[src/rtl/csdm_pkg.sv]
// csdm_pkg: constants, types and tables for the concentric square-to-disk map
// used by csdm_front, csdm_div_cell, csdm_rot_cell and the top level
package csdm_pkg;

  localparam int FRAC_BITS = 16;
  localparam int ANGLE_ITERATIONS = 16;
  localparam int TABLE_LEN = 24;
  localparam int NUM_ITER = (ANGLE_ITERATIONS < TABLE_LEN) ? ANGLE_ITERATIONS : TABLE_LEN;

  // quotient bits: |ratio| <= 2^FRAC_BITS
  localparam int QW = FRAC_BITS + 2;
  localparam int DW = 17;                     // |a|,|b| up to 65536
  localparam int RW = DW + FRAC_BITS + 1;     // partial remainder / dividend width
  localparam int ZW = FRAC_BITS + 4;          // signed angle width
  localparam int XW = 28;                     // rotator datapath width
  localparam int MW = 26;                     // start magnitude width
  localparam int NUM_DIV = FRAC_BITS + 1;     // restoring steps

  localparam longint INV_GAIN_Q30 = 64'd652032875;

  typedef enum logic [3:0] {
    SEC_1 = 4'b0001,
    SEC_2 = 4'b0010,
    SEC_3 = 4'b0100,
    SEC_4 = 4'b1000
  } sector_t;

  // data passed along the divider chain
  typedef struct packed {
    logic                 vld;
    logic                 last;
    sector_t              sector;
    logic [DW-1:0]        r;
    logic [DW-1:0]        den;
    logic [RW-1:0]        rem;
    logic [QW-1:0]        quo;
    logic                 neg;     // quotient sign including sector negation
  } div_t;

  // data passed along the rotator chain
  typedef struct packed {
    logic                 vld;
    logic                 last;
    logic signed [XW-1:0] x;
    logic signed [XW-1:0] y;
    logic signed [ZW-1:0] z;
  } rot_t;

  function automatic logic [63:0] atan_q30(input int i);
    logic [63:0] t;
    begin
      unique case (i)
        0: t = 64'd1073741824;  1: t = 64'd633866812;  2: t = 64'd334917813;
        3: t = 64'd170009513;   4: t = 64'd85334468;   5: t = 64'd42708923;
        6: t = 64'd21359677;    7: t = 64'd10680490;   8: t = 64'd5340327;
        9: t = 64'd2670173;     10: t = 64'd1335088;   11: t = 64'd667544;
        12: t = 64'd333772;     13: t = 64'd166886;    14: t = 64'd83443;
        15: t = 64'd41722;      16: t = 64'd20861;     17: t = 64'd10430;
        18: t = 64'd5215;       19: t = 64'd2608;      20: t = 64'd1304;
        21: t = 64'd652;        22: t = 64'd326;       default: t = 64'd163;
      endcase
      return t;
    end
  endfunction

  function automatic logic signed [ZW-1:0] atan_step(input int i);
    logic [63:0] t;
    begin
      t = (atan_q30(i) + (64'd1 << (29 - FRAC_BITS))) >> (30 - FRAC_BITS);
      return $signed(t[ZW-1:0]);
    end
  endfunction

endpackage

[src/rtl/csdm_rot_cell.sv]
// csdm_rot_cell: one CORDIC rotation step with its fixed shift and angle
// depends on csdm_pkg
module csdm_rot_cell
  import csdm_pkg::*;
(
  input  logic clk,
  input  logic rst,
  input  rot_t in,
  input  logic [4:0] shift,
  input  logic signed [ZW-1:0] step,
  output rot_t out
);

  logic signed [XW-1:0] dx, dy;

  always_comb begin
    dx = in.y >>> shift;
    dy = in.x >>> shift;
  end

  always_ff @(posedge clk) begin
    if (rst) out.vld <= 1'b0;
    else     out.vld <= in.vld;
    out.last <= in.last;
    if (!in.z[ZW-1]) begin
      out.x <= in.x - dx; out.y <= in.y + dy; out.z <= in.z - step;
    end else begin
      out.x <= in.x + dx; out.y <= in.y - dy; out.z <= in.z + step;
    end
  end

endmodule

[config.mk]
export PLATFORM = sky130hd
export DESIGN_NAME = csdm_rot_cell
export DESIGN_NICKNAME = d
export VERILOG_FILES = /design/src/rtl/csdm_pkg.sv /design/src/rtl/csdm_rot_cell.sv
export SDC_FILE = /design/constraint.sdc
export NUM_CORES = 1
export LEC_CHECK = 0
export ABC_AREA = 1
export BUFFER_PORTS_ARGS = -buffer_cell sky130_fd_sc_hd__buf_2
export CAP_MARGIN = 0
export CORE_MARGIN = 4
export CORE_UTILIZATION = 45
export CTS_CLUSTER_SIZE = 20
export DETAILED_ROUTE_END_ITERATION = 12
export PLACE_DENSITY = 0.64
export SYNTH_ARGS = -nofsm -noshare
export SYNTH_HDL_FRONTEND = slang
export SYNTH_SLANG_ARGS = --single-unit
[constraint.sdc]
create_clock -name clk -period 5.42 [get_ports clk]
set_clock_uncertainty 0.2 [all_clocks]
set_input_delay 1.084 -clock clk [delete_from_list [all_inputs] [get_ports clk]]
set_output_delay 1.084 -clock clk [all_outputs]
set_load 0.02 [all_outputs]
Yosys cells after proc, flatten, opt, wreduce, memory -nomap -nowiden
Cells that the tools add are included.
W data, S select, Z words.
{ "totals": {"ram_bits": 0, "register_bits": 78, "input_bits": 105, "n_memories": 0, "out_inout_bits": 78, "wordCells": 14, "latch_bits": 0, "rom_bits": 0} }
{ "classes": {"order_cmp": 0, "n_bitwise": 0, "n_reduce_logical": 0, "eq_ne": 0, "mux": 1, "addsub": 6, "n_shift": 2, "div": 0, "n_mul": 0} }
{ "ops": {"columns": ["operator", "count"], "rows": [
  ["$mux W76", 1],
  ["$add A28 B28 Y28", 2],
  ["$sshr A28 B5 Y28", 2],
  ["$sub A28 B28 Y28", 2],
  ["$add A20 B20 Y20", 1],
  ["$sub A20 B20 Y20", 1]
]} }

Longest topological paths before layout
{ "depth": {"ltp_word": 3, "depth_mapped": 32, "depth_no_buf": 31} }

Worst setup path before layout
Ideal clock, no wire load.
{ "synth_timing": {"kind": "input -> register", "start": "input shift[1]", "end": "register out[45] in the netlist's numbering", "arrival_time_ps": 4214, "stages": 26, "setup_ps": 119, "setup_slack_ps": 888, "path_buffers": 2, "required_time_ps": 5101, "path_cell_list": "buf_2 -> inv_4 -> buf_2 -> nand3_1 -> nand3_1 -> nand2_1 -> o21ai_1 -> nand2_1 -> nand2_1 -> ha_1 -> inv_1 -> nor2_2 -> nand2_1 -> o21ai_0 -> xnor2_1 -> ha_1 -> a21oi_1 -> inv_1 -> a21oi_1 -> a21boi_0 -> o21bai_1 -> nand2_1 -> nand2_1 -> nand2_1 -> nand2_1 -> xor2_1"} }
{ "synth_between": {"elab_chain_len": 3, "elab_cells_between_ends": 4, "cone_classes": "2 x add/sub; 1 x shift; 1 x mux"} }
{ "synth_lines": {"columns": ["element", "line_no", "source"], "rows": [
  ["start, declared", "csdm_rot_cell.sv:9", "input logic [4:0] shift,"],
  ["$sshr A28 B5 Y28 *", "csdm_rot_cell.sv:18", "dy = in.x >>> shift;"],
  ["$add A28 B28 Y28 / $sub A28 B28 Y28 (equally long branches)", "csdm_rot_cell.sv:26, csdm_rot_cell.sv:28", null],
  ["$mux W76 *", "csdm_rot_cell.sv:25", "if (!in.z[ZW-1]) begin"],
  ["end, declared", "csdm_rot_cell.sv:11", "output rot_t out"]
]} }
Mark *: on every way between the ends. The rest lies on a longest branch, timed or not.
A chain may end at the register's enable or synchronous reset.

Worst setup path after layout
{ "layout_timing": {"start": "input shift[0]", "end": "register out[71] in the netlist's numbering"} }
{ "layout_between": {"elab_chain_len": 3, "elab_cells_between_ends": 4, "cone_classes": "2 x add/sub; 1 x shift; 1 x mux"} }
{ "layout_lines": {"columns": ["element", "line_no", "source"], "rows": [
  ["$sshr A28 B5 Y28 *", "csdm_rot_cell.sv:17", "dx = in.y >>> shift;"],
  ["$sub A28 B28 Y28 / $add A28 B28 Y28 (equally long branches)", "csdm_rot_cell.sv:26, csdm_rot_cell.sv:28", null],
  ["$mux W76 *", "csdm_rot_cell.sv:25", null]
]} }
Marks and branches as above.

==> results.cfg <==
[sta]
finalCritPeriodShare_pct = 92.84
slew_violations = 0
hold_violations = 0
max_freq_mhz = 198.7
relSlewSlack_pct = 60.86
layout_min_cycle_time_ns = 5.032
tightestPinTransition_ns = 0.5851
layout_setup_ws_ns = 0.3882
rsz0062_at_grt = false
finalSetupViolCount = 0
tns_ns = 0

[placed_design]
detailedPlace.worstSlack_ns = 0.1610
port_buffers = 182
place.gp.congestion = 0.9973
dp_hpwl_um = 29760
dp.cells = 2216

[global_routing]
antenna_found_initial = 0
grt_max_degree = 58
grt_pass1_vias = 11367
grt_overflow = 0
grt_pass1_wl_um = 58680
grtUsageTotal_pct = 27.83

[floorplanning]
dieWidth_um = 159.4
dieHeight_um = 159.4
io_pins = 183
rows = 55
start_util_pct = 45.68
core_area_um2 = 22570
die_area_um2 = 25400

[drt]
avgViaCountPerCell = 5.485
wl_um = 36280
dr.pass1.iters = 6
drtAntennaViolNets = 0
drtIter0Drc = 1346
vias = 12243
wl_per_cell_um = 16.26
route.detailed.drc = 0

[finish]
syn_to_final_growth_pct = 15.55
multi_input_area_um2 = 7950
ff_latch_area_um2 = 1562
final_util_pct = 52.78
regMostFlops = out
largest_reg_flops = 78
antenna_cells = 0
nNetsFinal = 2130
top_regs = out (78)
drive_above_1_share_pct = 13.15
fin_cells = 2232
fillers = 2423

[logic_synthesis]
seq_area_frac_synth_pct = 15.15
synth_enable_flop_cells = 0
synthCells = 1782
synth.yosys.warnings = 0
synthSimpleGateAreaFrac_pct = 46.10
synth_most_common_cell = nand2_1
synth_cell_type_count = 44
ys_ff_latch = 78
synth_area_per_cell_um2 = 5.786
synth_common_cells = nand2_1 (585), nand3_1 (350), nor2_1 (123), inv_1 (118), a21oi_1 (99)
synth-compound-area-share_pct = 10.52
synth_xor_area_share_pct = 10.19
synthMuxAreaShare_pct = 0
synth_top_area_share_pct = 21.30
synth_area_um2 = 10310
syn_nets = 1970
yosysTopAreaCell = nand2_1
synthTopCellsByArea = nand2_1 (21%), nand3_1 (17%), dfxtp_1 (15%), ha_1 (9.7%), xor2_1 (6.5%)
synth_top_family_by_area = simple AND/OR/NAND/NOR gates
synth_adder_area_share_pct = 10.29
async_flop_share_pct = 0
ys.flop_type = dfxtp_1

[cts]
postCtsSetupRepairBufs = 0
cts_buffers = 9
cts-resized-gates = 0
clk_path_buf_depth = 2
clk_pin_slew_ns = 0.07
htree_levels = 3
cts_tree = done
cts.sinks = 78
root_buffer = clkbuf_16
hold_buffers = 0

[setup_path]
arrival_ns = 5.08
cp_max_fo = 55
end_kind = flip-flop
startpoint_type = input pin
criticalPathCategory = in -> reg
critPathRequiredTime_ns = 5.47

[power]
finalPower_mw = 3.499
ir_drop_mv = 0.1519
p_per_area_nw_per_um2 = 293.7
power_leakage_nw = 6.340

[min_path]
hold_class = in -> reg
hold-path-cell-count = 1

[outcome]
status = finished, final reports clean

[run]
cap_violations = 0
## per-layer routing
layer	track usage [%]	share of wire, %
met2	43.94	44
met4	7.692	2.7
met3	4.685	8.0
met5	0	0
met1	39.24	46
## power by group
part,internal [mW],switching [mW]
Sequential,0.809,0.0489
Combinational,0.702,1.32
Clock,0.317,0.298
## final cells by class
class                   count  area share, %
flip-flops and latches     78          13.11
clock buffers               9          1.891
repair buffers            213          10.76
well taps                 285          2.993
clock inverters             7         0.4621
inverters                 128          4.054
multi-input cells        1512          66.74
## worst max-delay path, stage by stage
cell	delay [ns]
buf_2	0.12
inv_2	0.06
buf_12	0.24
nand2_1	0.08
nand3_1	0.12
nand2_1	0.06
nand2_1	0.07
nand3_1	0.15
nand2_1	0.10
nand2_1	0.05
nand2_1	0.10
nand2_1	0.08
nor2_2	0.16
nand3_1	0.16
nand2_1	0.27
xor2_1	0.20
inv_1	0.07
ha_1	0.36
nand2_1	0.13
o21a_1	0.20
o21ai_0	0.11
a21oi_1	0.34
nor2_1	0.08
nor2_1	0.19
o21bai_1	0.14
nand3_1	0.09
nand2_1	0.06
xor2_1	0.14
## path summary, 6_finish.rpt
kind | slack, ns | to | startpoint
hold / removal | 0.63 | out[76]$_DFF_P_ | in[76]
setup / recovery | 0.39 | out[71]$_DFF_P_ | shift[0]
## cell families (layout without fill, tap and decap cells)
group / count (synthesis) / in the layout
buffers and inverters: 192 / 357
XOR/XNOR: 120 / 120
flip-flops: 78 / 78
AO/OA/AOI/OAI: 196 / 196
adder cells (fa/ha/maj): 83 / 83
AND/OR/NAND/NOR: 1113 / 1113
## placed cells by master (no fill, tap or decap), types with 3 or more instances in the layout
cell type  count
a21o_1         7
a21oi_1       99
a31oi_1        7
buf_12        11
buf_2        182
buf_4         20
clkbuf_16      9
dfxtp_1       78
fa_1           3
ha_1          80
inv_1        118
inv_2          8
nand2_1      585
nand2_2        6
nand3_1      350
nand3b_1       5
nand4_1       14
nor2_1       123
nor2_2         8
nor3_1        13
o211ai_1       4
o21ai_0       50
o21ai_1        9
o21bai_1       7
o221ai_1       3
xnor2_1       44
xor2_1        76
## metrics by stage
step	hold WS, ns	cell area (um^2)
floorplan	0.9117	10310
global placement	0.9891	11630
detailed placement	0.9900	11630
CTS	0.6147	11910
global route	0.6203	11910
finish	0.6257	11910
No activity file was read; power rests on OpenSTA's default activity.
