==> src/rtl/csdm_pkg.sv <==
// csdm_pkg: constants, types and tables for the concentric square-to-disk map
// used by csdm_front, csdm_div_cell, csdm_rot_cell and the top level
package csdm_pkg;

  localparam int FRAC_BITS = 16;
  localparam int ANGLE_ITERATIONS = 16;
  localparam int TABLE_LEN = 24;
  localparam int NUM_ITER = (ANGLE_ITERATIONS < TABLE_LEN) ? ANGLE_ITERATIONS : TABLE_LEN;

  // quotient bits: |ratio| <= 2^FRAC_BITS
  localparam int QW = FRAC_BITS + 2;
  localparam int DW = 17;                     // |a|,|b| up to 65536
  localparam int RW = DW + FRAC_BITS + 1;     // partial remainder / dividend width
  localparam int ZW = FRAC_BITS + 4;          // signed angle width
  localparam int XW = 28;                     // rotator datapath width
  localparam int MW = 26;                     // start magnitude width
  localparam int NUM_DIV = FRAC_BITS + 1;     // restoring steps

  localparam longint INV_GAIN_Q30 = 64'd652032875;

  typedef enum logic [3:0] {
    SEC_1 = 4'b0001,
    SEC_2 = 4'b0010,
    SEC_3 = 4'b0100,
    SEC_4 = 4'b1000
  } sector_t;

  // data passed along the divider chain
  typedef struct packed {
    logic                 vld;
    logic                 last;
    sector_t              sector;
    logic [DW-1:0]        r;
    logic [DW-1:0]        den;
    logic [RW-1:0]        rem;
    logic [QW-1:0]        quo;
    logic                 neg;     // quotient sign including sector negation
  } div_t;

  // data passed along the rotator chain
  typedef struct packed {
    logic                 vld;
    logic                 last;
    logic signed [XW-1:0] x;
    logic signed [XW-1:0] y;
    logic signed [ZW-1:0] z;
  } rot_t;

  function automatic logic [63:0] atan_q30(input int i);
    logic [63:0] t;
    begin
      unique case (i)
        0: t = 64'd1073741824;  1: t = 64'd633866812;  2: t = 64'd334917813;
        3: t = 64'd170009513;   4: t = 64'd85334468;   5: t = 64'd42708923;
        6: t = 64'd21359677;    7: t = 64'd10680490;   8: t = 64'd5340327;
        9: t = 64'd2670173;     10: t = 64'd1335088;   11: t = 64'd667544;
        12: t = 64'd333772;     13: t = 64'd166886;    14: t = 64'd83443;
        15: t = 64'd41722;      16: t = 64'd20861;     17: t = 64'd10430;
        18: t = 64'd5215;       19: t = 64'd2608;      20: t = 64'd1304;
        21: t = 64'd652;        22: t = 64'd326;       default: t = 64'd163;
      endcase
      return t;
    end
  endfunction

  function automatic logic signed [ZW-1:0] atan_step(input int i);
    logic [63:0] t;
    begin
      t = (atan_q30(i) + (64'd1 << (29 - FRAC_BITS))) >> (30 - FRAC_BITS);
      return $signed(t[ZW-1:0]);
    end
  endfunction

endpackage

==> src/rtl/csdm_div_cell.sv <==
// csdm_div_cell: one restoring division step producing one quotient bit
// depends on csdm_pkg
module csdm_div_cell
  import csdm_pkg::*;
(
  input  logic clk,
  input  logic rst,
  input  div_t in,
  input  logic [4:0] bit_idx,
  output div_t out
);

  logic [RW-1:0] trial;
  logic          take;

  always_comb begin
    trial = RW'(in.den) << bit_idx;
    take = (in.den != '0) && (in.rem >= trial);
  end

  always_ff @(posedge clk) begin
    if (rst) out.vld <= 1'b0;
    else     out.vld <= in.vld;
    out.last <= in.last;
    out.sector <= in.sector;
    out.r <= in.r;
    out.den <= in.den;
    out.neg <= in.neg;
    out.rem <= take ? in.rem - trial : in.rem;
    out.quo <= in.quo | (take ? (QW'(1) << bit_idx) : '0);
  end

endmodule

==> config.mk <==
export PLATFORM = sky130hd
export DESIGN_NAME = csdm_div_cell
export DESIGN_NICKNAME = d
export VERILOG_FILES = /design/src/rtl/csdm_pkg.sv /design/src/rtl/csdm_div_cell.sv
export SDC_FILE = /design/constraint.sdc
export NUM_CORES = 1
export LEC_CHECK = 0
export ABC_CLOCK_PERIOD_IN_PS = 4900
export BUFFER_PORTS_ARGS = -buffer_cell sky130_fd_sc_hd__buf_4
export CAP_MARGIN = 20
export CORE_MARGIN = 4
export CORE_UTILIZATION = 46
export DETAILED_ROUTE_END_ITERATION = 10
export GPL_ROUTABILITY_DRIVEN = 0
export PLACE_DENSITY = 0.78
export SLEW_MARGIN = 25
export SYNTH_ARGS = -nofsm -noshare
export SYNTH_HDL_FRONTEND = slang
export SYNTH_SLANG_ARGS = --single-unit
==> constraint.sdc <==
create_clock -name clk -period 4.9 [get_ports clk]
set_input_delay 0.735 -clock clk [delete_from_list [all_inputs] [get_ports clk]]
set_output_delay 0.735 -clock clk [all_outputs]
set_load 0.02 [all_outputs]
## Yosys cells after proc, flatten, opt, wreduce, memory -nomap -nowiden

Index checks and enable logic that the tools add are counted.

- Register bits: 93
- Logic and storage cells: 17

- Add/sub/neg operators: 1
- Order comparisons: 1
- Shift-type cells: 2
- Muxes and demuxes: 2
- Bitwise gates (word level): 1
- Reductions and logical operators: 2

Operator list:

| operator | number |
|---|---|
| >= comparator 34 bit | 1 |
| two-way mux 34 bit | 1 |
| left shift 17 x 5 -> 34 bit | 1 |
| subtractor 34 bit | 1 |
| two-way mux 18 bit | 1 |
| bitwise OR 18 bit | 1 |
| left shift 1 x 5 -> 18 bit (first input constant) | 1 |
| nonzero test 17 bit | 1 |
| logical AND 1 bit | 1 |

## Logic depth before layout (Yosys ltp)

- Depth in word-level cells: 5
- Gate-level depth with buffers: 19
- Gate-level depth less buffers: 17

## Worst setup path before layout

Ideal clock, no wire load.

- Kind: input -> register
- Start: in bit_idx[1]
- End: reg out[23] in the netlist's numbering
- Library setup time: 0.121 ns
- Arrival time: 4.744 ns
- Required time: 4.779 ns
- Slack: 0.035 ns
- Cell stages on the path: 16
- Cells stage by stage: clkbuf_1 -> buf_1 -> clkbuf_1 -> nor3_1 -> and3_1 -> ha_1 -> fa_1 -> and2b_1 -> o21bai_4 -> a211o_1 -> a31o_1 -> a211oi_2 -> nor3_2 -> o21ai_2 -> buf_4 -> mux2_2

- Longest elaborated chain between the ends: 4
- Elaborated cells on any way between the ends: 5
- Those cells by class: add/sub: 1; order compare: 1; shift: 1; mux: 1; reduce/logical: 1

RTL lines:

| item | RTL line | RTL |
|---|---|---|
| start, declared | csdm_div_cell.sv:9 | `input logic [4:0] bit_idx,` |
| left shift 17 x 5 -> 34 bit (*) | csdm_div_cell.sv:17 | `trial = RW'(in.den) << bit_idx;` |
| >= comparator 34 bit | csdm_div_cell.sv:18 | `take = (in.den != '0) && (in.rem >= trial);` |
| logical AND 1 bit | csdm_div_cell.sv:18 |  |
| two-way mux 34 bit (*) | csdm_div_cell.sv:29 | `out.rem <= take ? in.rem - trial : in.rem;` |
| end, declared | csdm_div_cell.sv:10 | `output div_t out` |

Every way passes the cells marked *; elsewhere a longest branch is shown, timed or not.
A chain may end at the register's enable or synchronous reset.

## Worst setup path after layout

- Start: in bit_idx[1]
- End: reg out[24] in the netlist's numbering

Same word-level chain as after synthesis.

==> metrics.yaml <==
p_comb_share_pct: 38.6
rsz0062_at_grt: "no"
post-route-min-period_ps: 4630
antenna_found_initial: 0
ys_seq_elements: 93
cp_num_buf_inv: 2
drv_cap: 0
p_sw_w: 0.000884
antennaDiodeCount: 0
slowest_delay_ps: 510
tns_ps: 0
drc_errors: 0
initialDrtViolationCount: 384
synth_compound_area_share_pct: 22.5
synth_edf_count: 0
ys_async_sr_fraction_pct: 0
seqPwrFrac_pct: 34.7
synthAdderAreaFrac_pct: 8.12
yosys.area_share.simple_pct: 15.7
htreeDepth: 3
cts_inserted_buffers: 9
hold_path.class: "primary input to register"
critPathRequiredTime_ps: 5130
avgViaCountPerCell: 5.93
slew_violations: 0
std_cell_rows: 39
grt_max_degree: 30
ys.flop_type: "dfxtp_1"
outcome: "finished, final reports clean"
place_area_um2: 7090
cpLargestDelayFamily: "compound AO/OA/AOI/OAI gates"
power.leakage_nw: 3.38
criticalPathCategory: "primary input to register"
path_max_fanout: 29
arrival_ps: 4860
synth-xor-area-share_pct: 3.19
end_kind: "register"
grt_pass1_vias: 5317
p_clk_share_pct: 26.7
powerDensity_nw_per_um2: 347
worst_slew_pin_slew_ps: 672
ys_types: 62
coreArea_um2: 11600
final_area_um2: 7390
start_kind: "primary input"
final-hold-violation-count: 0
start_util_pct: 47.4
cts_buffer_depth: 2
max-vdd-ir-drop_uv: 187
die_area_um2: 13700
seq_area_frac_synth_pct: 33.9
grt_pass1_wl_um: 25500
synth_nets: 746
ys_warn_count: 0
grt.overflow.total: 0
post_synth_mux_area_share_pct: 12.7
clock.fmax_mhz: 216
syn2layout_area_growth_pct: 34.6
fillers: 975
internal_power_w: 0.00168
cts_num_sinks: 93
dr.pass1.iters: 5
slew_headroom_pct: 54.9
synth_top_family_by_area: "compound AO/OA/AOI/OAI gates"
sw_frac_of_total_pct: 34.5
slowest_stage: "o22a_1"
wl_um: 17000
clkTransAtPathRegs_ps: 70
cts_tree: "done"
cts-hold-fix-buffers: 0
io_buffer_count: 192
largest_register_ffs: 93
path_cells: "buf_4, mux2_2, nor2_1, a21oi_1, nand2_1, o31ai_1, nand2_1, o21ai_0, a22oi_1, ha_1, a21o_1, a21o_1, a21o_1, a31oi_1, o22a_1, o21ai_4, buf_12, mux2_2"
wl_per_cell_um: 18.0
cts-root-buf: "clkbuf_16"
syn_area_per_cell_um2: 8.98
syn_area_um2: 5490
final-setup-viol-count: 0
ctsResizeCount: 0
vias: 5601
die_h_um: 117
ant_nets: 0
dpl.hpwl_um: 13600
pin_count: 193
layout.nets: 932
final_layout_size_suffix_gt1_share_pct: 35.2
synth_cells: 611
postCtsSetupRepairBufs: 0
die_w_um: 117
regMostFlops: "out"
path_common_cell: "a21o_1"
grtUsageTotal_pct: 23.5
fin_crit_sh_pct: 94.5
reg_top3: "out: 93 flops"
[path summary, 6_finish.rpt]
path              slack (ps)  depth (start not counted)        from       to
setup / recovery         270                         18  bit_idx[1]  out[24]
hold / removal           480                          1      in[79]  out[79]
[power by group through the flow]
stage	combinational (W)	sequential (W)	clock [W]
2_1_floorplan	0.000488	0.00103	0
3_3_place_gp	0.000962	0.000905	0
3_5_place_dp	0.000977	0.000905	0
4_1_cts	0.000985	0.000890	0.000699
5_1_grt	0.00107	0.000897	0.000727
6_report	0.000988	0.000889	0.000683
[logic make-up (layout without fill, tap and decap cells)]
group / after synthesis / in the layout
AO/OA/AOI/OAI: 179 / 179
buffers and inverters: 50 / 241
multiplexers: 58 / 58
adder cells (fa/ha/maj): 35 / 35
flip-flops: 93 / 93
AND/OR/NAND/NOR: 176 / 176
XOR/XNOR: 20 / 20
[synthesized netlist by cell type, types with 3 or more instances]
cell type / number / area share [%]
a211o_1: 3 / 0.48
a211oi_1: 10 / 1.4
a21boi_0: 3 / 0.41
a21o_1: 16 / 2.2
a21oi_1: 46 / 4.2
a22oi_1: 7 / 0.96
a2bb2oi_1: 3 / 0.48
a31o_2: 12 / 1.9
a31oi_1: 5 / 0.57
a41o_1: 6 / 1.1
and2_1: 3 / 0.34
and3_1: 8 / 0.91
buf_2: 3 / 0.27
clkbuf_1: 23 / 1.6
dfxtp_1: 93 / 34
ha_1: 34 / 7.8
inv_1: 16 / 1.1
mux2_2: 33 / 6.8
mux2i_1: 19 / 3.5
mux4_2: 6 / 2.5
nand2_1: 56 / 3.8
nand2b_1: 11 / 1.3
nand3_1: 12 / 1.1
nand4_1: 6 / 0.68
nor2_1: 39 / 2.7
nor2b_1: 7 / 0.80
nor3_1: 9 / 0.82
nor4_1: 5 / 0.57
o211ai_1: 14 / 1.9
o21a_1: 7 / 0.96
o21ai_0: 24 / 2.2
o22a_1: 4 / 0.64
o31ai_1: 7 / 0.96
or3_1: 5 / 0.57
or4_1: 3 / 0.41
xnor2_1: 16 / 2.6
xor2_1: 4 / 0.64
[cell type report]
cell class                 instances  area, um^2  area share (%)
inverter                          18        67.6           0.915
timing repair buffer             207        1570            21.2
tap                              143         179            2.42
sequential                        93        1860            25.2
clock buffer                      10         239            3.24
multi-input combinational        468        3420            46.3
clock inverter                     6        55.1           0.745
[per-stage QoR]
| stage | power, W | setup slack (ps) | utilization [%] | cells | hold WS, ps |
|---|---|---|---|---|---|
| after floorplan | 0.00152 | 35.4 | - | 611 | 763 |
| after global placement | 0.00187 | 92.4 | 61.3 | 929 | 840 |
| after detailed placement | 0.00188 | 8.53 | 61.3 | 929 | 841 |
| after CTS | 0.00257 | 348 | 63.9 | 945 | 479 |
| after global routing | 0.00269 | 24.5 | 63.9 | 945 | 475 |
| final | 0.00256 | 271 | 63.9 | 945 | 484 |
[cell usage in the layout, fill, tap and decap left out, drive strengths merged, types with 8 or more instances in the layout]
master  netlist  layout
o211ai       14      14
a21oi        46      46
o21ai        25      25
nor3         10      10
a21o         17      17
mux2i        19      19
ha           34      34
a31o         13      13
inv          17      20
nor2         39      39
and3          8       8
dfxtp        93      93
nand3        12      12
mux2         33      33
nand2        56      56
clkbuf       23      10
a211oi       11      11
nand2b       11      11
buf           9     207
xnor2        16      16
[metal layers]
layer / GRT usage (%) / share of wire (%) / wire [um]
met1: 28.0 / 38 / 6500
met5: 0 / 0 / 0
met3: 5.71 / 9.8 / 1660
met2: 40.5 / 49 / 8360
met4: 9.48 / 2.7 / 465
Note: power is estimated with default switching activity, not from simulation.
