### src/rtl/csdm_pkg.sv
// csdm_pkg: constants, types and tables for the concentric square-to-disk map
// used by csdm_front, csdm_div_cell, csdm_rot_cell and the top level
package csdm_pkg;

  localparam int FRAC_BITS = 16;
  localparam int ANGLE_ITERATIONS = 16;
  localparam int TABLE_LEN = 24;
  localparam int NUM_ITER = (ANGLE_ITERATIONS < TABLE_LEN) ? ANGLE_ITERATIONS : TABLE_LEN;

  // quotient bits: |ratio| <= 2^FRAC_BITS
  localparam int QW = FRAC_BITS + 2;
  localparam int DW = 17;                     // |a|,|b| up to 65536
  localparam int RW = DW + FRAC_BITS + 1;     // partial remainder / dividend width
  localparam int ZW = FRAC_BITS + 4;          // signed angle width
  localparam int XW = 28;                     // rotator datapath width
  localparam int MW = 26;                     // start magnitude width
  localparam int NUM_DIV = FRAC_BITS + 1;     // restoring steps

  localparam longint INV_GAIN_Q30 = 64'd652032875;

  typedef enum logic [3:0] {
    SEC_1 = 4'b0001,
    SEC_2 = 4'b0010,
    SEC_3 = 4'b0100,
    SEC_4 = 4'b1000
  } sector_t;

  // data passed along the divider chain
  typedef struct packed {
    logic                 vld;
    logic                 last;
    sector_t              sector;
    logic [DW-1:0]        r;
    logic [DW-1:0]        den;
    logic [RW-1:0]        rem;
    logic [QW-1:0]        quo;
    logic                 neg;     // quotient sign including sector negation
  } div_t;

  // data passed along the rotator chain
  typedef struct packed {
    logic                 vld;
    logic                 last;
    logic signed [XW-1:0] x;
    logic signed [XW-1:0] y;
    logic signed [ZW-1:0] z;
  } rot_t;

  function automatic logic [63:0] atan_q30(input int i);
    logic [63:0] t;
    begin
      unique case (i)
        0: t = 64'd1073741824;  1: t = 64'd633866812;  2: t = 64'd334917813;
        3: t = 64'd170009513;   4: t = 64'd85334468;   5: t = 64'd42708923;
        6: t = 64'd21359677;    7: t = 64'd10680490;   8: t = 64'd5340327;
        9: t = 64'd2670173;     10: t = 64'd1335088;   11: t = 64'd667544;
        12: t = 64'd333772;     13: t = 64'd166886;    14: t = 64'd83443;
        15: t = 64'd41722;      16: t = 64'd20861;     17: t = 64'd10430;
        18: t = 64'd5215;       19: t = 64'd2608;      20: t = 64'd1304;
        21: t = 64'd652;        22: t = 64'd326;       default: t = 64'd163;
      endcase
      return t;
    end
  endfunction

  function automatic logic signed [ZW-1:0] atan_step(input int i);
    logic [63:0] t;
    begin
      t = (atan_q30(i) + (64'd1 << (29 - FRAC_BITS))) >> (30 - FRAC_BITS);
      return $signed(t[ZW-1:0]);
    end
  endfunction

endpackage

### src/rtl/csdm_front.sv
// csdm_front: forms a, b, picks the sector and loads the divider chain
// depends on csdm_pkg
module csdm_front
  import csdm_pkg::*;
(
  input  logic          clk,
  input  logic          rst,
  input  logic          start,
  input  logic [15:0]   unit_x,
  input  logic [15:0]   unit_y,
  input  logic          last_in,
  output div_t          out
);

  logic signed [17:0] a, b;
  logic [DW-1:0] abs_a, abs_b;
  div_t nxt;

  always_comb begin
    a = $signed({1'b0, unit_x, 1'b0}) - 18'sd65536;
    b = $signed({1'b0, unit_y, 1'b0}) - 18'sd65536;
    abs_a = a[17] ? DW'(-a) : DW'(a);
    abs_b = b[17] ? DW'(-b) : DW'(b);
    nxt = '0;
    nxt.vld = start;
    nxt.last = last_in;
    // dividend is the smaller magnitude scaled up by the fraction bits
    if (a > -b) begin
      if (a > b) begin
        nxt.sector = SEC_1; nxt.r = abs_a;
        nxt.rem = RW'(abs_b) << FRAC_BITS; nxt.den = abs_a; nxt.neg = b[17];
      end else begin
        nxt.sector = SEC_2; nxt.r = abs_b;
        nxt.rem = RW'(abs_a) << FRAC_BITS; nxt.den = abs_b;
        nxt.neg = ~a[17] & (a != 0);
      end
    end else begin
      if (a < b) begin
        nxt.sector = SEC_3; nxt.r = abs_a;
        nxt.rem = RW'(abs_b) << FRAC_BITS; nxt.den = abs_a;
        nxt.neg = ~b[17] & (b != 0);
      end else begin
        // b zero here means a zero: den 0, quotient forced to 0 below
        nxt.sector = SEC_4; nxt.r = abs_b;
        nxt.rem = RW'(abs_a) << FRAC_BITS; nxt.den = abs_b; nxt.neg = a[17];
      end
    end
    if (nxt.den == '0) nxt.rem = '0;
  end

  always_ff @(posedge clk) begin
    if (rst) out.vld <= 1'b0;
    else     out.vld <= nxt.vld;
    out.last <= nxt.last;
    out.sector <= nxt.sector;
    out.r <= nxt.r;
    out.den <= nxt.den;
    out.rem <= nxt.rem;
    out.quo <= nxt.quo;
    out.neg <= nxt.neg;
  end

endmodule

### config.mk
export PLATFORM = sky130hd
export DESIGN_NAME = csdm_front
export DESIGN_NICKNAME = d
export VERILOG_FILES = /design/src/rtl/csdm_pkg.sv /design/src/rtl/csdm_front.sv
export SDC_FILE = /design/constraint.sdc
export NUM_CORES = 1
export LEC_CHECK = 0
export ABC_CLOCK_PERIOD_IN_PS = 8600
export BUFFER_PORTS_ARGS = -buffer_cell sky130_fd_sc_hd__buf_2
export CAP_MARGIN = 20
export CORE_MARGIN = 2
export CORE_UTILIZATION = 45
export CTS_BUF_LIST = sky130_fd_sc_hd__clkbuf_8
export CTS_CLUSTER_SIZE = 28
export DETAILED_ROUTE_END_ITERATION = 6
export PLACE_DENSITY = 0.73
export SLEW_MARGIN = 30
export SYNTH_ARGS = -nofsm -noshare
export SYNTH_HDL_FRONTEND = slang
export SYNTH_SLANG_ARGS = --single-unit
export TNS_END_PERCENT = 5
### constraint.sdc
create_clock -name clk -period 8.6 [get_ports clk]
set_clock_uncertainty 0.1 [all_clocks]
set_input_delay 0.43 -clock clk [delete_from_list [all_inputs] [get_ports clk]]
set_output_delay 0.43 -clock clk [all_outputs]
set_load 0.01 [all_outputs]
After elaboration in Yosys (flattened, before gate mapping) --
Index checks and enable logic that the tools add are counted.
Operators by class: add/subtract/negate cells 4, $lt $le $gt $ge 3, multiplexer cells 8, bitwise gates (word level) 4, reduce and logical (&&, ||, !) cells 3
Operators with widths (count):
- two-way mux 72 bit | 2
- two-way mux 70 bit | 1
- nonzero test 32 bit | 2
- greater-than comparator 18 bit | 2
- subtractor 17 x 17 -> 18 bit, second input constant | 2
- two-way mux 17 bit | 2
- less-than comparator 18 bit | 1
- negator 18 bit | 1
- logical NOT 17 bit | 1
- negator 17 bit | 1
- two-way mux 1 bit | 3
- bitwise AND 1 bit | 2
- inverter 1 bit | 2
Word-level totals: register bits 75, input bits 36, word-level logic and storage cells 29

Longest topological paths before layout --
Gate-level depths: netlist of the first run.
depth after elaboration 6, gate-level depth with buffers 15

Worst setup path before layout of the first run --
Ideal clock, no wire load.
path kind input to register, start in unit_y[0], end reg out[59] (netlist name), library setup time 0.121 ns, data arrival time 4.234 ns, data required time 8.379 ns, setup slack 4.145 ns, stages on the path 15, buffers on the path 1, path through inv_1 -> ha_1 -> or3b_2 -> nor4_4 -> nand4_1 -> ha_1 -> ha_1 -> nand4_1 -> and4bb_1 -> a2bb2oi_1 -> o311ai_0 -> mux2i_1 -> mux2i_1 -> buf_2 -> mux2_2
RTL lines:
- start, declared | line csdm_front.sv:10 | input logic [15:0] unit_y,
- end, declared | line csdm_front.sv:12 | output div_t out

==> flow_summary.toml, run 1 <==
[run_status]
status = "finished, final reports clean"

[sta]
hold_ws_ps = 139
rsz0062_at_grt = "no"
relSlewSlack = 0.393
worstMarginPinSlew_ps = 904
fin_setup_tns_ps = 0
fmax_ghz = 0.202
setup_ws_ps = 3640
min_period_ps = 4960
setup_viol = 0
drv_slew = 0
hold_violations = 0
post-route-period-util = 0.576

[routing]
wl_mm = 8.90
ant_nets = 0
first_pass_iters = 4
avgViaCountPerCell = 5.21
drtIter0Drc = 161
wl_per_cell_microns = 14.5
num_vias = 3198
drc = 0

[placed_design]
dpl_worst_slack_ps = 3330
hpwl_mm = 7.31
dpl_cell_area_sq_um = 3950
port_buffers = 90
gp_congestion = 0.933

[cells_and_area]
drive_gt1_frac = 0.229
area.growth.synth_to_final_pct = 10.7
largest_register_ffs = 39
reg_top3 = "out (39)"
insertedDiodeCount = 0
final_nets = 583
final_core_util = 0.521
largest-register = "out"
finalInstanceArea_sq_um = 4070

[floorplan]
core_sq_um = 7810
io_pins = 129
die-height_microns = 94.4
rows = 32
initial_core_util = 0.471
design.die.area_sq_um = 8900
die_x_microns = 94.4

[synth]
synth_edf_count = 0
synth_ff_type = "dfxtp_1"
syn_avg_cell_area_sq_um = 8.28
synth_top_area_share = 0.212
synth_common_cells = "55 x buf_4, 39 x dfxtp_1, 36 x ha_1"
mappedNetlistArea_sq_um = 3670
syn_inst = 444
synth_seq_area_share = 0.212
yosys_warnings = 0
ys_top_cells_by_area = "dfxtp_1 21%, ha_1 12%, buf_4 11%"
synth_cell_types = 52
ys_seq_elements = 39
async_reset_ff_frac = 0
synth.most_common_cell = "buf_4"
synth_top_cell_by_area = "dfxtp_1"

[cts]
clk_pin_slew_ps = 70
cts_made_buffers = 5
clock_sinks = 39
cts_root_buffer = "clkbuf_8"
htree_num_levels = 2
ctsLongestPathBuffers = 2
post_cts_resized = 0
holdBufCountCts = 0
cts_tree = "yes"
cts_setup_buffers = 0

[critical_path]
worstSetupPathType = "in2reg"
crit_path_start_kind = "input pin"
cp_max_fo = 32
crit_path_top_delay_cell = "mux2i_1"
cp.required_ps = 8680
critPathArrivalTime_ps = 5030
critPathMostFrequentCell = "ha_1"
critPathMaxStageDelay_ps = 610
path_cells = "buf_2 > inv_1 > ha_1 > or3b_2 > nor4_4 > nand4_1 > ha_1 > ha_1 > nand4_1 > and4bb_1 > a2bb2oi_1 > o311ai_0 > mux2i_1 > mux2i_4 > buf_4 > mux2_2"
crit_path_end_kind = "register"

[power_and_ir_drop]
leakage_uw = 0.00199
power_frac_comb = 0.422
p_seq_frac = 0.353
power_switching_uw = 233
pwr-share-clk = 0.226
power.density_nw_per_um2 = 162
vdd_drop_max_mv = 0.0813
internal_power_uw = 425
switching_share = 0.354

[global_route]
antenna_found_initial = 0
grt_usage = 0.197
grt_max_degree = 33
grt_pass1_vias = 2817
grt_pass1_wl_mm = 13.8
overflow = 0

[worst_hold_path]
hold_class = "in2reg"
hold_depth = 1

[job]
max_cap_violations = 0
metal layers:
layer	wire length, microns	up-vias	track usage
met5	0	-	0
met1	4110	1463	0.273
met2	4050	140	0.319
met3	604	9	0.0247
li1	-	1586	-
met4	138	0	0.0628
worst paths after layout:
| kind | startpoint | to | slack (ps) |
|---|---|---|---|
| worst min-delay path | last_in | out[91] | 140 |
| worst max-delay path | unit_y[0] | out[69] | 3640 |
power by group through the flow:
| stage | logic, uW | clock network, uW | registers [uW] |
|---|---|---|---|
| floorplan | 187 | 0 | 259 |
| CTS | 277 | 151 | 233 |
| detailed placement | 276 | 0 | 237 |
| global placement | 273 | 0 | 236 |
| finish | 277 | 149 | 232 |
| global route | 305 | 159 | 236 |
metrics by stage:
step                      total power [uW]  cells
final                                  658    614
after global routing                   700    614
after CTS                              661    614
after detailed placement               513    606
after global placement                 509    606
after floorplan                        446    481
cell families after synthesis:
kind of cell    count (synthesis)  share of synthesized area
flops                          39                      0.212
other cells                     1                    0.00102
xor+xnor                       38                     0.0906
simple gates                  120                      0.185
mux                            40                      0.111
fa+ha+maj                      36                      0.123
buf+inv                        97                      0.157
compound gates                 73                      0.121
critical path: cells and delay by family:
kind	cells	cell delay, ps
AOI/OAI and AO/OA	2	200
buffers and inverters	3	670
adders and majority gates	3	790
muxes	3	1330
and+or+nand+nor	5	1580
layout by cell type, fill, tap and decap left out, types with 2 or more instances in the layout:
| cell | instances |
|---|---|
| a21o_1 | 2 |
| a21oi_1 | 29 |
| a31oi_1 | 5 |
| a41oi_1 | 3 |
| and2_1 | 7 |
| and4_1 | 3 |
| buf_2 | 90 |
| buf_4 | 2 |
| clkbuf_8 | 5 |
| conb_1 | 38 |
| dfxtp_1 | 39 |
| ha_1 | 36 |
| inv_1 | 28 |
| mux2_2 | 5 |
| mux2i_1 | 33 |
| nand2_1 | 24 |
| nand2b_1 | 11 |
| nand3_1 | 6 |
| nand4_1 | 6 |
| nor2_1 | 23 |
| nor2b_1 | 5 |
| nor3_1 | 10 |
| nor3b_1 | 3 |
| nor4_1 | 6 |
| nor4_2 | 3 |
| o211ai_1 | 2 |
| o21ai_0 | 13 |
| o21ai_1 | 6 |
| o21bai_1 | 4 |
| or2_2 | 2 |
| or3_1 | 2 |
| or3b_2 | 2 |
| xnor2_1 | 29 |
| xor2_1 | 9 |
cell type report:
cell class | instances | area (sq um)
clock inverter | 3 | 43.8
sequential | 39 | 781
clock buffer | 5 | 68.8
inverter | 28 | 105
tap | 102 | 128
timing repair buffer | 92 | 465
fill | 756 | 3740
multi-input combinational | 345 | 2470
Power figures use the tool's default switching activity.
==> inputs of run 2 (changes only) <==
--- a/config.mk
+++ b/config.mk
@@ -5,7 +5,8 @@
 export SDC_FILE = /design/constraint.sdc
 export NUM_CORES = 1
 export LEC_CHECK = 0
-export ABC_CLOCK_PERIOD_IN_PS = 8600
+export ABC_AREA = 1
+export ABC_CLOCK_PERIOD_IN_PS = 4250
 export BUFFER_PORTS_ARGS = -buffer_cell sky130_fd_sc_hd__buf_2
 export CAP_MARGIN = 20
 export CORE_MARGIN = 2
@@ -13,7 +14,7 @@
 export CTS_BUF_LIST = sky130_fd_sc_hd__clkbuf_8
 export CTS_CLUSTER_SIZE = 28
 export DETAILED_ROUTE_END_ITERATION = 6
-export PLACE_DENSITY = 0.73
+export PLACE_DENSITY = 0.75
 export SLEW_MARGIN = 30
 export SYNTH_ARGS = -nofsm -noshare
 export SYNTH_HDL_FRONTEND = slang
==> constraint.sdc (replaced) <==
create_clock -name clk -period 4.25 [get_ports clk]
set_clock_uncertainty 0.1 [all_clocks]
set_input_delay 0.2125 -clock clk [delete_from_list [all_inputs] [get_ports clk]]
set_output_delay 0.2125 -clock clk [all_outputs]
set_load 0.01 [all_outputs]
==> flow_summary.toml, run 2 <==
[run_status]
status = "finished, final reports clean"

[floorplan]
design.die.area_sq_um = 9950
die_x_microns = 99.8
die-height_microns = 99.8
core_sq_um = 8810
io_pins = 129
rows = 34
initial_core_util = 0.469

[cells_and_area]
reg_top3 = "out (39)"
largest-register = "out"
area.growth.synth_to_final_pct = 9.95
seqCellArea_sq_um = 781
multi_input_area_sq_um = 2650
final_cell_mix = "235 x nand2_1, 90 x buf_2, 74 x inv_1"
final_nets = 810
stdcell_count = 847
largest_register_ffs = 39
drive_gt1_frac = 0.198
insertedDiodeCount = 0
final_common_cell = "nand2_1"
fillCellCount = 905

[synth]
yosys_warnings = 0
ys_top_cells_by_area = "nand2_1 21%, dfxtp_1 19%, ha_1 11%"
mappedNetlistArea_sq_um = 4130
yosys.area_share.adder = 0.109
synthXorXnorAreaFrac = 0.0297
ys_seq_elements = 39
async_reset_ff_frac = 0
synth_compound_area_frac = 0.106
synth_top_area_share = 0.214
synth_mux_area_frac = 0
synth_edf_count = 0
syn_avg_cell_area_sq_um = 6.19
synth_top_cell_by_area = "nand2_1"
synth_top_family_by_area = "simple AND/OR/NAND/NOR gates"
syn_inst = 667
synth_seq_area_share = 0.189
synth_cell_types = 30
synth_common_cells = "235 x nand2_1, 73 x inv_1, 58 x buf_4"
synth_ff_type = "dfxtp_1"
synthSimpleGateAreaFrac = 0.363
synth.most_common_cell = "nand2_1"

[critical_path]
critPathMostFrequentCell = "nand2_1"
crit_path_end_kind = "register"
worstSetupPathType = "in2reg"
critPathArrivalTime_ps = 3940
cp_max_fo = 17
cp.required_ps = 4360
critPathMaxStageDelay_ps = 360
crit_path_start_kind = "input pin"
crit_path_top_delay_cell = "nor2_4"

[sta]
fin_setup_tns_ps = 0
min_period_ps = 3830
rsz0062_at_grt = "no"
relSlewSlack = 0.645
hold_violations = 0
setup_viol = 0
post-route-period-util = 0.901
fmax_ghz = 0.261
worstMarginPinSlew_ps = 527
drv_slew = 0

[global_route]
overflow = 0
grt_pass1_vias = 3691
grt_max_degree = 35
grt_usage = 0.207
antenna_found_initial = 0
grt_pass1_wl_mm = 16.9

[power_and_ir_drop]
leakage_uw = 0.00261
vdd_drop_max_mv = 0.136
power.density_nw_per_um2 = 343
total_power_uw = 1560

[placed_design]
hpwl_mm = 8.57
dp_cells = 835
port_buffers = 90
gp_congestion = 0.864

[cts]
ctsLongestPathBuffers = 2
cts_tree = "yes"
clk_pin_slew_ps = 70
cts_root_buffer = "clkbuf_8"
htree_num_levels = 2
post_cts_resized = 0
clock_sinks = 39
cts_made_buffers = 5

[job]
max_cap_violations = 0

[worst_hold_path]
hold_class = "in2reg"

[routing]
wl_mm = 10.3
avgViaCountPerCell = 4.98
drc = 0
drtIter0Drc = 223
wl_per_cell_microns = 12.2
num_vias = 4218
ant_nets = 0
first_pass_iters = 6
run 2: timing repair:
item,4_1_cts,5_1_grt
setup endpoints to repair,0,6
buffers inserted,0,2
hold buffers,2,0
hold endpoints to repair,2,0
run 2: cell families (layout without fill, tap and decap cells):
| group | count (synthesis) | after routing |
|---|---|---|
| flip-flops | 39 | 39 |
| XOR/XNOR | 14 | 14 |
| other | 1 | 38 |
| adder cells (fa/ha/maj) | 36 | 36 |
| AO/OA/AOI/OAI | 78 | 78 |
| buffers and inverters | 153 | 188 |
| AND/OR/NAND/NOR | 346 | 346 |
run 2: critical path: cells and delay by family:
kind / cells / cell delay (ps)
buf+inv: 5 / 550
fa+ha+maj: 3 / 850
simple gates: 17 / 2140
compound gates: 1 / 180
run 2: metrics by stage:
step                worst slack [ps]   util  cell area [sq um]  hold WS [ps]
finish                           422  0.515               4540          34.7
CTS                              369  0.512               4510          26.8
detailed placement              70.8  0.495               4360           217
global route                    28.7  0.515               4540          52.0
global placement                 248  0.495               4360           217
floorplan                        793      -               4270           140
run 2: worst paths after layout:
kind,from,endpoint,depth (start not counted)
min,start,out[92],3
max,unit_y[0],out[38],26
run 2: per-layer routing:
layer | wire length, microns | part of all wire | track usage | vias to the layer above
met5 | 0 | 0 | 0 | -
met4 | 209 | 0.020 | 0.0706 | 0
met3 | 679 | 0.066 | 0.0169 | 19
met2 | 4770 | 0.46 | 0.359 | 198
met1 | 4660 | 0.45 | 0.272 | 1854
li1 | - | - | - | 2147
run 2: layout make-up:
| type | count | area share |
|---|---|---|
| timing repair buffer | 99 | 0.118 |
| inverter | 81 | 0.0670 |
| clock inverter | 3 | 0.0141 |
| tap | 108 | 0.0298 |
| clock buffer | 5 | 0.0152 |
| sequential | 39 | 0.172 |
| multi-input combinational | 512 | 0.584 |
run 2: power by group:
group | switching, uW | internal, uW
clock | 123 | 232
sequential | 24.5 | 453
combinational | 472 | 252
==> inputs of run 3 (changes only) <==
--- a/config.mk
+++ b/config.mk
@@ -11,7 +11,6 @@
 export CAP_MARGIN = 20
 export CORE_MARGIN = 2
 export CORE_UTILIZATION = 45
-export CTS_BUF_LIST = sky130_fd_sc_hd__clkbuf_8
 export CTS_CLUSTER_SIZE = 28
 export DETAILED_ROUTE_END_ITERATION = 6
 export PLACE_DENSITY = 0.75
==> flow_summary.toml, run 3 (synthesis results as in run 2) <==
[cells_and_area]
final_nets = 810
final_cell_mix = "235 x nand2_1, 90 x buf_2, 73 x inv_1"
fillCellCount = 905
reg_top3 = "out (39)"
area.growth.synth_to_final_pct = 9.95
stdcell_count = 847
largest_register_ffs = 39
final_core_util = 0.515
drive_gt1_frac = 0.198
largest-register = "out"
final_common_cell = "nand2_1"
insertedDiodeCount = 0
finalInstanceArea_sq_um = 4540

[floorplan]
design.die.area_sq_um = 9950
io_pins = 129
rows = 34
core_sq_um = 8810
die-height_microns = 99.8
initial_core_util = 0.469
die_x_microns = 99.8

[power_and_ir_drop]
leakage_uw = 0.00261
power.density_nw_per_um2 = 344
vdd_drop_max_mv = 0.136

[critical_path]
crit_path_top_delay_cell = "nor2_4"
crit_path_start_kind = "input pin"
critPathMaxStageDelay_ps = 360
path_buf_inv = 5
worstSetupPathType = "in2reg"
cp_max_fo = 17
critPathArrivalTime_ps = 3940
crit_family = "simple AND/OR/NAND/NOR gates"
critPathMostFrequentCell = "nand2_1"
cp.required_ps = 4360
crit_path_end_kind = "register"
cp.depth = 26

[placed_design]
port_buffers = 90
gp_congestion = 0.864
hpwl_mm = 8.57
dpl_cell_area_sq_um = 4360
dp_cells = 835
dpl_worst_slack_ps = 70.8

[cts]
cts_tree = "yes"
ctsLongestPathBuffers = 2
clock_sinks = 39
cts_made_buffers = 5
cts_root_buffer = "clkbuf_8"
clk_pin_slew_ps = 70
htree_num_levels = 2
post_cts_resized = 0

[worst_hold_path]
worstHoldEndpoint = "out[92]"
hold_depth = 3
hold_path_startpoint = "start"
hold_class = "in2reg"

[sta]
relSlewSlack = 0.636
hold_violations = 0
min_period_ps = 3830
post-route-period-util = 0.900
setup_ws_ps = 425
fmax_ghz = 0.261
fin_setup_tns_ps = 0
rsz0062_at_grt = "no"
drv_slew = 0
worstMarginPinSlew_ps = 540
setup_viol = 0

[global_route]
grt_pass1_vias = 3688
overflow = 0
grt_max_degree = 35
antenna_found_initial = 0
grt_pass1_wl_mm = 16.8
grt_usage = 0.207

[routing]
ant_nets = 0
avgViaCountPerCell = 4.98
first_pass_iters = 5
drc = 0
wl_mm = 10.3
drtIter0Drc = 223
wl_per_cell_microns = 12.2
num_vias = 4221

[job]
max_cap_violations = 0

[run_status]
status = "finished, final reports clean"
==> run 3: final cells by class <==
class	instances	area, sq um	area share
Sequential cell	39	781	0.172
Clock buffer	6	72.6	0.0160
Inverter	81	304	0.0670
Timing Repair Buffer	99	536	0.118
Tap cell	108	135	0.0298
Multi-Input combinational cell	512	2650	0.584
Clock inverter	2	60.1	0.0132
==> run 3: metal layers <==
layer	vias to the layer above	part of all wire	track usage
met4	0	0.021	0.0706
met3	19	0.067	0.0169
met2	201	0.46	0.359
li1	2147	-	-
met5	-	0	0
met1	1854	0.45	0.271
==> run 3: where the power goes <==
group          switching, uW  internal [uW]
clock                    123            234
sequential              24.5            453
combinational            472            252
==> run 3: timing repair <==
action,CTS,global route
setup endpoints to repair,0,6
setup buffers,0,2
hold buffers,2,0
hold endpoints to repair,2,0
==> run 3: worst max-delay path by stage <==
stage,start,slack [ps],to
floorplan,unit_y[0],790,out[36]
global placement,unit_y[0],250,out[43]
detailed placement,unit_y[0],70,out[38]
CTS,unit_y[0],370,out[38]
global route,unit_y[0],30,out[38]
finish,unit_y[0],420,out[38]
==> run 3: stage by stage <==
stage               hold WS, ps  total power, uW
floorplan                   140             1060
global placement            217             1190
detailed placement          217             1200
CTS                        26.8             1560
global route               52.0             1680
finish                     34.7             1560
